===== src/hdl/cbf_pkg.sv =====
// Shared types, constants and helper functions for the ChaCha block function.
// Used by cbf_front, cbf_core, cbf_checker and the top level; depends on nothing else.
package cbf_pkg;

  localparam int STATE_WORDS = 16;
  localparam int WORD_W      = 32;
  localparam int IDX_W       = $clog2(STATE_WORDS);
  localparam int ROUND_W     = 4;
  localparam int QUEUE_DEPTH = 4;
  localparam int QPTR_W      = $clog2(QUEUE_DEPTH);
  localparam int LANES       = 4;

  localparam logic [IDX_W-1:0]   LAST_IDX      = IDX_W'(STATE_WORDS - 1);
  localparam logic [ROUND_W-1:0] ROUNDS_RESET  = ROUND_W'(10);
  localparam logic [ROUND_W-1:0] ROUND_ONE     = ROUND_W'(1);

  // Positions of the four words inside one quarter round.
  localparam logic [1:0] POS_A = 2'd0;
  localparam logic [1:0] POS_B = 2'd1;
  localparam logic [1:0] POS_C = 2'd2;
  localparam logic [1:0] POS_D = 2'd3;

  // Last of the four add/xor/rotate steps of a quarter round.
  localparam logic [1:0] STEP_LAST = 2'd3;

  typedef enum logic [1:0] {
    ST_LOAD,
    ST_ROUND,
    ST_OUT
  } cbf_state_e;

  // One queued input word, tagged with whether it closes a block.
  typedef struct packed {
    logic [WORD_W-1:0] word;
    logic              last;
  } cbf_word_t;

  // State index of a quarter-round operand. Row is the operand position,
  // the column shifts by the position for diagonal rounds.
  function automatic logic [IDX_W-1:0] qr_index(input logic       diag,
                                                input logic [1:0] lane,
                                                input logic [1:0] pos);
    logic [1:0] col;
    col = diag ? (lane + pos) : lane;
    return {pos, col};
  endfunction

  // Rotate left by 16, 12, 8 or 7 for steps zero to three.
  function automatic logic [WORD_W-1:0] rot_step(input logic [WORD_W-1:0] v,
                                                 input logic [1:0]        step);
    logic [WORD_W-1:0] r;
    case (step)
      2'd0:    r = {v[15:0], v[31:16]};
      2'd1:    r = {v[19:0], v[31:20]};
      2'd2:    r = {v[23:0], v[31:24]};
      default: r = {v[24:0], v[31:25]};
    endcase
    return r;
  endfunction

endpackage


===== src/hdl/cbf_front.sv =====
// Input side of the ChaCha block function: accepts words, tags the sixteenth
// word of each block and holds them in a small queue. Depends on cbf_pkg.
module cbf_front (
  input  logic                         clk_i,
  input  logic                         rst_ni,
  input  logic                         s_tvalid_i,
  output logic                         s_tready_o,
  input  logic [cbf_pkg::WORD_W-1:0]   s_tdata_i,
  output logic                         q_valid_o,
  input  logic                         q_ready_i,
  output cbf_pkg::cbf_word_t           q_item_o
);

  cbf_pkg::cbf_word_t                  mem_q [cbf_pkg::QUEUE_DEPTH];
  logic [cbf_pkg::QPTR_W-1:0]          wr_ptr_q, wr_ptr_d;
  logic [cbf_pkg::QPTR_W-1:0]          rd_ptr_q, rd_ptr_d;
  logic [cbf_pkg::QPTR_W:0]            count_q, count_d;
  logic [cbf_pkg::IDX_W-1:0]           word_cnt_q, word_cnt_d;
  logic                                push, pop;
  cbf_pkg::cbf_word_t                  entry;

  assign s_tready_o = (count_q != (cbf_pkg::QPTR_W+1)'(cbf_pkg::QUEUE_DEPTH));
  assign q_valid_o  = (count_q != '0);
  assign q_item_o   = mem_q[rd_ptr_q];

  assign push = s_tvalid_i && s_tready_o;
  assign pop  = q_valid_o && q_ready_i;

  always_comb begin
    entry.word = s_tdata_i;
    entry.last = (word_cnt_q == cbf_pkg::LAST_IDX);
    wr_ptr_d   = push ? wr_ptr_q + 1'b1 : wr_ptr_q;
    rd_ptr_d   = pop ? rd_ptr_q + 1'b1 : rd_ptr_q;
    word_cnt_d = push ? word_cnt_q + 1'b1 : word_cnt_q;
    count_d    = count_q;
    if (push && !pop) begin
      count_d = count_q + 1'b1;
    end else if (pop && !push) begin
      count_d = count_q - 1'b1;
    end
  end

  always_ff @(posedge clk_i or negedge rst_ni) begin
    if (!rst_ni) begin
      wr_ptr_q   <= '0;
      rd_ptr_q   <= '0;
      count_q    <= '0;
      word_cnt_q <= '0;
    end else begin
      wr_ptr_q   <= wr_ptr_d;
      rd_ptr_q   <= rd_ptr_d;
      count_q    <= count_d;
      word_cnt_q <= word_cnt_d;
    end
  end

  always_ff @(posedge clk_i) begin
    if (push) begin
      mem_q[wr_ptr_q] <= entry;
    end
  end

endmodule


===== src/hdl/cbf_core.sv =====
// Round engine of the ChaCha block function: loads a block from the queue,
// runs the double rounds on four quarter-round lanes and emits the key words.
// Depends on cbf_pkg.
module cbf_core (
  input  logic                          clk_i,
  input  logic                          rst_ni,
  input  logic                          cfg_we_i,
  input  logic [cbf_pkg::ROUND_W-1:0]   cfg_wdata_i,
  input  logic                          q_valid_i,
  output logic                          q_ready_o,
  input  cbf_pkg::cbf_word_t            q_item_i,
  output logic                          m_tvalid_o,
  input  logic                          m_tready_i,
  output logic [cbf_pkg::WORD_W-1:0]    m_tdata_o,
  output logic                          m_tlast_o
);

  cbf_pkg::cbf_state_e               state_q, state_d;
  logic [cbf_pkg::WORD_W-1:0]        orig_q [cbf_pkg::STATE_WORDS];
  logic [cbf_pkg::WORD_W-1:0]        orig_d [cbf_pkg::STATE_WORDS];
  logic [cbf_pkg::WORD_W-1:0]        work_q [cbf_pkg::STATE_WORDS];
  logic [cbf_pkg::WORD_W-1:0]        work_d [cbf_pkg::STATE_WORDS];
  logic [cbf_pkg::ROUND_W-1:0]       cfg_q, cfg_d;
  logic [cbf_pkg::ROUND_W-1:0]       rounds_q, rounds_d;
  logic                              half_q, half_d;
  logic [1:0]                        step_q, step_d;
  logic [cbf_pkg::IDX_W-1:0]         idx_q, idx_d;
  logic                              out_valid_q, out_valid_d;
  logic [cbf_pkg::WORD_W-1:0]        out_data_q, out_data_d;
  logic                              out_last_q, out_last_d;
  logic                              out_free;

  assign m_tvalid_o = out_valid_q;
  assign m_tdata_o  = out_data_q;
  assign m_tlast_o  = out_last_q;
  assign out_free   = !out_valid_q || m_tready_i;
  assign cfg_d      = cfg_we_i ? cfg_wdata_i : cfg_q;

  always_comb begin
    logic [cbf_pkg::IDX_W-1:0]  ix, iy, iz;
    logic [cbf_pkg::WORD_W-1:0] sum;
    state_d     = state_q;
    orig_d      = orig_q;
    work_d      = work_q;
    rounds_d    = rounds_q;
    half_d      = half_q;
    step_d      = step_q;
    idx_d       = idx_q;
    out_valid_d = out_valid_q && !m_tready_i;
    out_data_d  = out_data_q;
    out_last_d  = out_last_q;
    q_ready_o   = 1'b0;
    ix          = '0;
    iy          = '0;
    iz          = '0;
    sum         = '0;
    case (state_q)
      cbf_pkg::ST_LOAD: begin
        q_ready_o = 1'b1;
        if (q_valid_i) begin
          // Words arrive in order, so shifting down leaves word 0 at index 0.
          for (int i = 0; i < cbf_pkg::STATE_WORDS - 1; i++) begin
            orig_d[i] = orig_q[i+1];
            work_d[i] = work_q[i+1];
          end
          orig_d[cbf_pkg::STATE_WORDS-1] = q_item_i.word;
          work_d[cbf_pkg::STATE_WORDS-1] = q_item_i.word;
          if (q_item_i.last) begin
            rounds_d = cfg_q;
            half_d   = 1'b0;
            step_d   = '0;
            idx_d    = '0;
            state_d  = (cfg_q == '0) ? cbf_pkg::ST_OUT : cbf_pkg::ST_ROUND;
          end
        end
      end
      cbf_pkg::ST_ROUND: begin
        // Each lane does one add, xor and rotate of its quarter round.
        for (int l = 0; l < cbf_pkg::LANES; l++) begin
          ix  = cbf_pkg::qr_index(half_q, 2'(l),
                                  step_q[0] ? cbf_pkg::POS_C : cbf_pkg::POS_A);
          iy  = cbf_pkg::qr_index(half_q, 2'(l),
                                  step_q[0] ? cbf_pkg::POS_D : cbf_pkg::POS_B);
          iz  = cbf_pkg::qr_index(half_q, 2'(l),
                                  step_q[0] ? cbf_pkg::POS_B : cbf_pkg::POS_D);
          sum = work_q[ix] + work_q[iy];
          work_d[ix] = sum;
          work_d[iz] = cbf_pkg::rot_step(work_q[iz] ^ sum, step_q);
        end
        step_d = step_q + 1'b1;
        if (step_q == cbf_pkg::STEP_LAST) begin
          half_d = !half_q;
          if (half_q) begin
            rounds_d = rounds_q - 1'b1;
            if (rounds_q == cbf_pkg::ROUND_ONE) begin
              state_d = cbf_pkg::ST_OUT;
            end
          end
        end
      end
      cbf_pkg::ST_OUT: begin
        if (out_free) begin
          out_valid_d = 1'b1;
          out_data_d  = work_q[0] + orig_q[0];
          out_last_d  = (idx_q == cbf_pkg::LAST_IDX);
          for (int i = 0; i < cbf_pkg::STATE_WORDS - 1; i++) begin
            orig_d[i] = orig_q[i+1];
            work_d[i] = work_q[i+1];
          end
          idx_d = idx_q + 1'b1;
          if (idx_q == cbf_pkg::LAST_IDX) begin
            state_d = cbf_pkg::ST_LOAD;
          end
        end
      end
      default: begin
        state_d = cbf_pkg::ST_LOAD;
      end
    endcase
  end

  always_ff @(posedge clk_i or negedge rst_ni) begin
    if (!rst_ni) begin
      state_q     <= cbf_pkg::ST_LOAD;
      cfg_q       <= cbf_pkg::ROUNDS_RESET;
      rounds_q    <= '0;
      half_q      <= 1'b0;
      step_q      <= '0;
      idx_q       <= '0;
      out_valid_q <= 1'b0;
    end else begin
      state_q     <= state_d;
      cfg_q       <= cfg_d;
      rounds_q    <= rounds_d;
      half_q      <= half_d;
      step_q      <= step_d;
      idx_q       <= idx_d;
      out_valid_q <= out_valid_d;
    end
  end

  always_ff @(posedge clk_i) begin
    orig_q     <= orig_d;
    work_q     <= work_d;
    out_data_q <= out_data_d;
    out_last_q <= out_last_d;
  end

endmodule


===== src/hdl/chacha_block_function.sv =====
// Top level of the ChaCha block function: input queue front end and round
// engine back end. Depends on cbf_pkg, cbf_front and cbf_core.
//
//  Channel  | Direction | Signals                         | Contents
//  ---------+-----------+---------------------------------+-------------------------------
//  s        | in        | s_tvalid_i s_tready_o s_tdata_i | one input state word per transfer
//  m        | out       | m_tvalid_o m_tready_i m_tdata_o | one key word per transfer,
//           |           | m_tlast_o                       | tlast on the sixteenth word
//  cfg      | in        | cfg_we_i cfg_wdata_i            | double round count, write only
//
// The round engine pulls the sixteen words of a block out of the queue, runs
// the configured double rounds (four lanes each take one add, xor and rotate
// step per cycle, four steps per quarter round), emits the sixteen key words,
// and only then loads the next block. Reset clears the word counter, the queue
// and the engine state and sets the round count to ten. The four-entry input
// queue keeps taking words while the engine is busy, and the output register
// holds a word while tready is low.
module chacha_block_function (
  input  logic                         clk_i,
  input  logic                         rst_ni,
  input  logic                         cfg_we_i,
  input  logic [cbf_pkg::ROUND_W-1:0]  cfg_wdata_i,   // double_round_count
  input  logic                         s_tvalid_i,
  output logic                         s_tready_o,
  input  logic [cbf_pkg::WORD_W-1:0]   s_tdata_i,     // [31:0] state_word
  output logic                         m_tvalid_o,
  input  logic                         m_tready_i,
  output logic [cbf_pkg::WORD_W-1:0]   m_tdata_o,     // [31:0] key_word
  output logic                         m_tlast_o      // last_word
);

  logic               q_valid;
  logic               q_ready;
  cbf_pkg::cbf_word_t q_item;

  // Front end: takes each transfer, marks the word that closes a block.
  cbf_front u_front (
    .clk_i      (clk_i),
    .rst_ni     (rst_ni),
    .s_tvalid_i (s_tvalid_i),
    .s_tready_o (s_tready_o),
    .s_tdata_i  (s_tdata_i),
    .q_valid_o  (q_valid),
    .q_ready_i  (q_ready),
    .q_item_o   (q_item)
  );

  // Back end: loads the block, runs the rounds, streams out the key words.
  cbf_core u_core (
    .clk_i       (clk_i),
    .rst_ni      (rst_ni),
    .cfg_we_i    (cfg_we_i),
    .cfg_wdata_i (cfg_wdata_i),
    .q_valid_i   (q_valid),
    .q_ready_o   (q_ready),
    .q_item_i    (q_item),
    .m_tvalid_o  (m_tvalid_o),
    .m_tready_i  (m_tready_i),
    .m_tdata_o   (m_tdata_o),
    .m_tlast_o   (m_tlast_o)
  );

endmodule


===== config.mk =====
export PLATFORM = sky130hd
export DESIGN_NAME = chacha_block_function
export DESIGN_NICKNAME = d
export VERILOG_FILES = /design/src/hdl/cbf_pkg.sv /design/src/hdl/cbf_front.sv /design/src/hdl/cbf_core.sv /design/src/hdl/chacha_block_function.sv
export SDC_FILE = /design/constraint.sdc
export NUM_CORES = 2
export LEC_CHECK = 0
export BUFFER_PORTS_ARGS = -buffer_cell sky130_fd_sc_hd__buf_4
export CAP_MARGIN = 5
export CORE_UTILIZATION = 25
export CTS_CLUSTER_SIZE = 20
export DETAILED_ROUTE_END_ITERATION = 10
export GPL_TIMING_DRIVEN = 0
export PLACE_DENSITY = 0.46
export SKIP_LAST_GASP = 1
export SYNTH_ARGS = -nofsm -noshare
export SYNTH_HDL_FRONTEND = slang
export SYNTH_SLANG_ARGS = --single-unit

===== constraint.sdc =====
create_clock -name clk_i -period 11.37 [get_ports clk_i]
set_input_delay 2.274 -clock clk_i [delete_from_list [all_inputs] [get_ports clk_i]]
set_output_delay 2.274 -clock clk_i [all_outputs]
set_load 0.02 [all_outputs]

## After elaboration in Yosys (flattened, before gate mapping)

Memory sizes are Yosys's and may differ from the RTL's.
Cells that the tools add are included.

- Register bits: 1086
- Latch bits: 0
- RAM bits: 132
- Bits in read-only memories: 0
- Input bits: 41
- Output and inout bits: 35
- Logic and storage cells: 279
- Memories: 1

- Add/subtract/negate cells: 22
- $mul: 0
- Divide/modulo/power cells: 0
- Magnitude comparators: 20
- Equality and inequality tests: 16
- Shift-type cells: 0
- Mux-type cells: 122
- Bitwise gates (word level): 16
- Reductions and logical operators: 37

Memories:

| name | depth | width | read ports | clocked after Yosys merged registers in | write ports | RTL line | source |
|---|---|---|---|---|---|---|---|
| u_front.mem_q | 4 | 33 | 1 | 0 | 1 | cbf_front.sv:14 | `cbf_pkg::cbf_word_t mem_q [cbf_pkg::QUEUE_DEPTH];` |

Operators with widths:

| kind | count |
|---|---|
| $bwmux W512 | 8 |
| $bmux W32 S4 | 12 |
| $pmux W480 S3 | 1 |
| $mux W32 | 36 |
| $demux W32 S4 | 8 |
| $mux W512 | 2 |
| $mux W480 | 2 |
| $pmux W480 S2 | 1 |
| $pmux W32 S3 | 4 |
| $add A32 B32 Y32 | 5 |
| $xor A32 B32 Y32 | 4 |
| $pmux W32 S2 | 1 |
| $ge A5 B5 Y1 const B | 12 |
| $not A4 Y5 | 12 |
| $mux W2 | 25 |
| $lt A5 B1 Y1 const B | 8 |
| $mux W4 | 7 |
| $pmux W4 S2 | 2 |
| $logic_and A1 B1 Y1 | 13 |
| $add A2 B2 Y2 const A | 6 |
| $ne A2 B1 Y1 const B | 5 |
| $reduce_and A3 Y1 | 3 |
| $add A4 B1 Y4 const B | 2 |
| $eq A4 B4 Y1 const B | 2 |
| 25 further kinds | 52 |

## Logic depth before layout (Yosys ltp)

- Depth in word-level cells: 18
- Gate-level depth with buffers: 24
- Mapped depth without buffers: 15

## Modules after synthesis

Synthesis repeated with hierarchy kept, for this count alone.

- Cell total of the unflattened synthesis: 6266
- Area, all modules: 72585.9 µm²

By module, submodules not included:

| module | times used | cells an instance | area an instance (µm²) | sequential area each (µm²) |
|---|---|---|---|---|
| cbf_core | 1 | 6043 | 67204.5 | 32193.4 |
| cbf_front | 1 | 223 | 5381.4 | 4239.1 |

## Worst setup path after synthesis

Ideal clock, no wire load.

- Path type: input to register
- Start point: input m_tready_i
- End point: register u_core.orig_q[100] in the netlist's numbering, enable pin
- Library setup time: 0.824 ns
- Arrival: 12.035 ns
- Required time: 10.546 ns
- Slack: -1.490 ns
- Stages on the path: 6
- Buffers on the path: 1
- Cell sequence: nand2b_1 > nand2_1 > o21ai_0 > nand2_1 > clkbuf_1 > inv_1

- Longest elaborated chain between the ends: 3

RTL lines:

| element | RTL line | source |
|---|---|---|
| start: declaration | chacha_block_function.sv:27 | `input logic m_tready_i,` |
| $logic_or A1 B1 Y1 | cbf_core.sv:36 | `assign out_free = !out_valid_q \|\| m_tready_i;` |
| $ne A2 B1 Y1 (no source line) | -- |  |
| $reduce_and A3 Y1 (no source line) | -- |  |
| end signal: assignment | cbf_core.sv:143 | `orig_q <= orig_d;` |
| end: declaration | cbf_core.sv:19 | `logic [cbf_pkg::WORD_W-1:0] orig_q [cbf_pkg::STATE_WORDS];` |

Every way passes these cells.
A chain may end at the register's enable or synchronous reset.

==> flow_metrics.tcl <==
set metrics [dict create \
    start_util 0.252 \
    multi_input_area_sq_um 35400 \
    outcome "complete, but fails checks" \
    setup_viol 27 \
    ys_ff_latch 1218 \
    ys.flop_type "edfxtp_1" \
    numPortBuffers 75 \
    drive_above_1_share 0.137 \
    clk_latency_ns 0.88 \
    pre_cts_ws_ns -1.65 \
    synth_edf_count 1189 \
    drc_errors 0 \
    slew_headroom -0.0934 \
    num-fill-cells 30018 \
    crit_family "buffers and inverters" \
    cts_tree "built" \
    maxSlewViolCount 58 \
    num_vias 64448 \
    grt_max_degree 53 \
    grt_pass1_wl_mm 664 \
    drt_wl_total_mm 530 \
    dr.pass1.iters 8 \
    fin_nets 6969 \
    max_freq_mhz 85.7 \
    detail-route-antenna-nets 0 \
    synthArstFlopShare 0.0238 \
    cts.reportedPaths.clkPinSlew_ns 0.06 \
    postSynthCellCount 6405 \
    core_area_sq_um 292000 \
    post-route-period-util 1.03 \
    syn_nets 6620 \
    yosys.area.top_type "edfxtp_1" \
    endpoint_kind "register" \
    cpPeakStageDelay_ns 0.88 \
    hpwl_mm 433 \
    ios 76 \
    fin_cells 10808 \
    critPathMaxFanout 10 \
    synth.area.top_cells "edfxtp_1 49%, mux4_2 7.9%, and2_1 4.5%" \
    die_w_um 544 \
    cap_viol_max_count 11 \
    dp_cells 10487 \
    hp-class "reg2reg" \
    cts_buffer_depth 4 \
    tns_ns -3.09 \
    numCtsBuffers 158 \
    yosysWarnings 0 \
    viasPerCell 5.96 \
    gp_congestion 1.09 \
    slowest_stage "clkdlybuf4s15_1" \
    synth_area_sq_um 73400 \
    hold_ws_ns 0.489 \
    antenna_found_initial 84 \
    path_cells "buf_2 > buf_4 > buf_4 > buf_4 > buf_2 > buf_2 > buf_4 > clkbuf_1 > clkdlybuf4s15_1 > mux4_2 > ha_1 > clkbuf_1 > a21oi_2 > o21ai_2 > o32ai_1 > a21oi_2 > a21oi_1 > xnor3_2 > a221o_1 > a21oi_1 > o32ai_1 > a22o_1" \
    start_kind "register" \
    hold_viol 0 \
    yosysTopAreaCellShare 0.486 \
    grt_pass1_vias 58975 \
    cts.sinks 1218 \
    die_area_sq_um 296000 \
    period_minus_slack_ns 11.66 \
    cpMostUsedCell "buf_4" \
    wl_per_cell_um 49.0 \
    grt_use_total 0.350 \
    arrival_ns 12.26 \
    die_h_um 544 \
    worst_slack_ns -0.293 \
    overflow 0 \
    seqCellArea_sq_um 36400 \
    yosysSeqAreaShare 0.496 \
    violations "capacitance limit, slew limit, setup timing" \
    criticalPathCategory "reg2reg" \
    path_buf_inv 10 \
    grt_setup_unrepaired "false" \
    root_buffer "clkbuf_16" \
    fin_worst_skew_ns 0.0795 \
    syn_avg_cell_area_sq_um 11.5 \
    required_ns 11.97 \
    ys_types 103 \
    area_growth_syn_to_layout_pct 17.7 \
    drtIter0Drc 11009 \
    rows 198 \
    cts_max_level 4 \
    worst_pin_slew_ns 1.63 \
]
-- registers in the layout, indices dropped and copies added (netlist names), 2 cells and up --
name,flops
u_core.cfg_q,4
u_core.work_q,512
u_front.rd_ptr_q,2
u_core.state_q,2
u_core.idx_q,4
u_front.mem_q,132
u_front.word_cnt_q,4
u_core.rounds_q,4
u_core.orig_q,512
u_core.step_q,2
u_core.m_tdata_o,32
u_front.count_q,3
u_front.wr_ptr_q,2
-- final timing paths --
check	from	to	slack, ns	cells past startpoint
max in group asynchronous	rst_ni	u_front.word_cnt_q[0]	9.58	1
max reg2reg	u_core.half_q	u_core.work_q[356]	-0.29	22
max	u_core.half_q	u_core.work_q[356]	-0.29	22
min in group asynchronous	rst_ni	u_core.step_q[0]	1.40	1
min reg2reg	u_front.word_cnt_q[3]	u_front.word_cnt_q[3]	0.49	1
min	u_front.word_cnt_q[3]	u_front.word_cnt_q[3]	0.49	1
-- cell usage after synthesis, types with 88 or more instances --
library cell     n
xnor2_1        118
mux4_2         256
ha_1           168
xor2_1         105
a21o_1         111
a22o_1         125
and2_1         533
nand2_1        649
clkbuf_1       386
o21ai_0        428
edfxtp_1      1189
mux2i_1        243
nor2_1         356
nand3_1         88
a21oi_1        453
-- per-stage QoR --
| stage | util | instance area (sq um) |
|---|---|---|
| 2_1_floorplan | - | 73400 |
| 3_3_place_gp | 0.270 | 78900 |
| 3_5_place_dp | 0.278 | 81100 |
| 4_1_cts | 0.296 | 86200 |
| 5_1_grt | 0.296 | 86300 |
| 6_report | 0.296 | 86400 |
-- layer usage --
layer	GRT usage	vias up	wire, um
met1	0.474	33485	222000
li1	-	25348	-
met4	0.176	32	31700
met3	0.0998	849	56800
met5	0	-	241
met2	0.506	4734	219000
-- kinds of logic after synthesis --
| logic type | after synthesis | share of synthesized area |
|---|---|---|
| muxes | 525 | 0.116 |
| buffers and inverters | 543 | 0.0291 |
| DFF | 1218 | 0.496 |
| and+or+nand+nor | 1884 | 0.125 |
| AOI/OAI and AO/OA | 1788 | 0.162 |
| adders and majority gates | 174 | 0.0303 |
| xor gates and xnor gates | 273 | 0.0423 |
-- worst reg2reg max path: stages, from the launching register on --
cell and delay [ns]:
dfrtp_1 0.33, buf_2 0.44, buf_4 0.39, buf_4 0.44
buf_4 0.46, buf_2 0.48, buf_2 0.39, buf_4 0.49
clkbuf_1 0.79, clkdlybuf4s15_1 0.88, mux4_2 0.50, ha_1 0.30
clkbuf_1 0.44, a21oi_2 0.66, o21ai_2 0.36, o32ai_1 0.38
a21oi_2 0.20, a21oi_1 0.88, xnor3_2 0.79, a221o_1 0.44
a21oi_1 0.67, o32ai_1 0.38, a22o_1 0.31
-- layout make-up --
cell class | instances | share of cell area
diodes | 35 | 0.00101
clock inverters | 71 | 0.00902
multi-input cells | 4644 | 0.409
well taps | 3900 | 0.0565
flip-flops and latches | 1218 | 0.422
clock buffers | 208 | 0.0485
inverters | 56 | 0.00248
plain buffers | 486 | 0.0232
repair buffers | 190 | 0.0284
-- cell usage in the layout (no fill, tap or decap), types with 85 or more instances in the layout --
cell,count
a21oi_1,449
xnor2_1,102
and2_1,533
nand2_1,637
a21o_1,111
buf_4,89
mux4_2,256
clkbuf_16,159
xor2_1,85
edfxtp_1,1189
a22o_1,125
nor2_1,355
ha_1,168
clkbuf_1,378
o21ai_0,415
mux2i_1,242
nand3_1,88
-- repair_timing --
action,CTS,global route
hold buffers,0,0
setup endpoints to repair,206,1
gates resized for setup,23,1
setup buffers,0,0
Power is left out: the tool's default activity adds up to more than one toggle a clock period on the data nets, which glitch-free logic cannot reach.
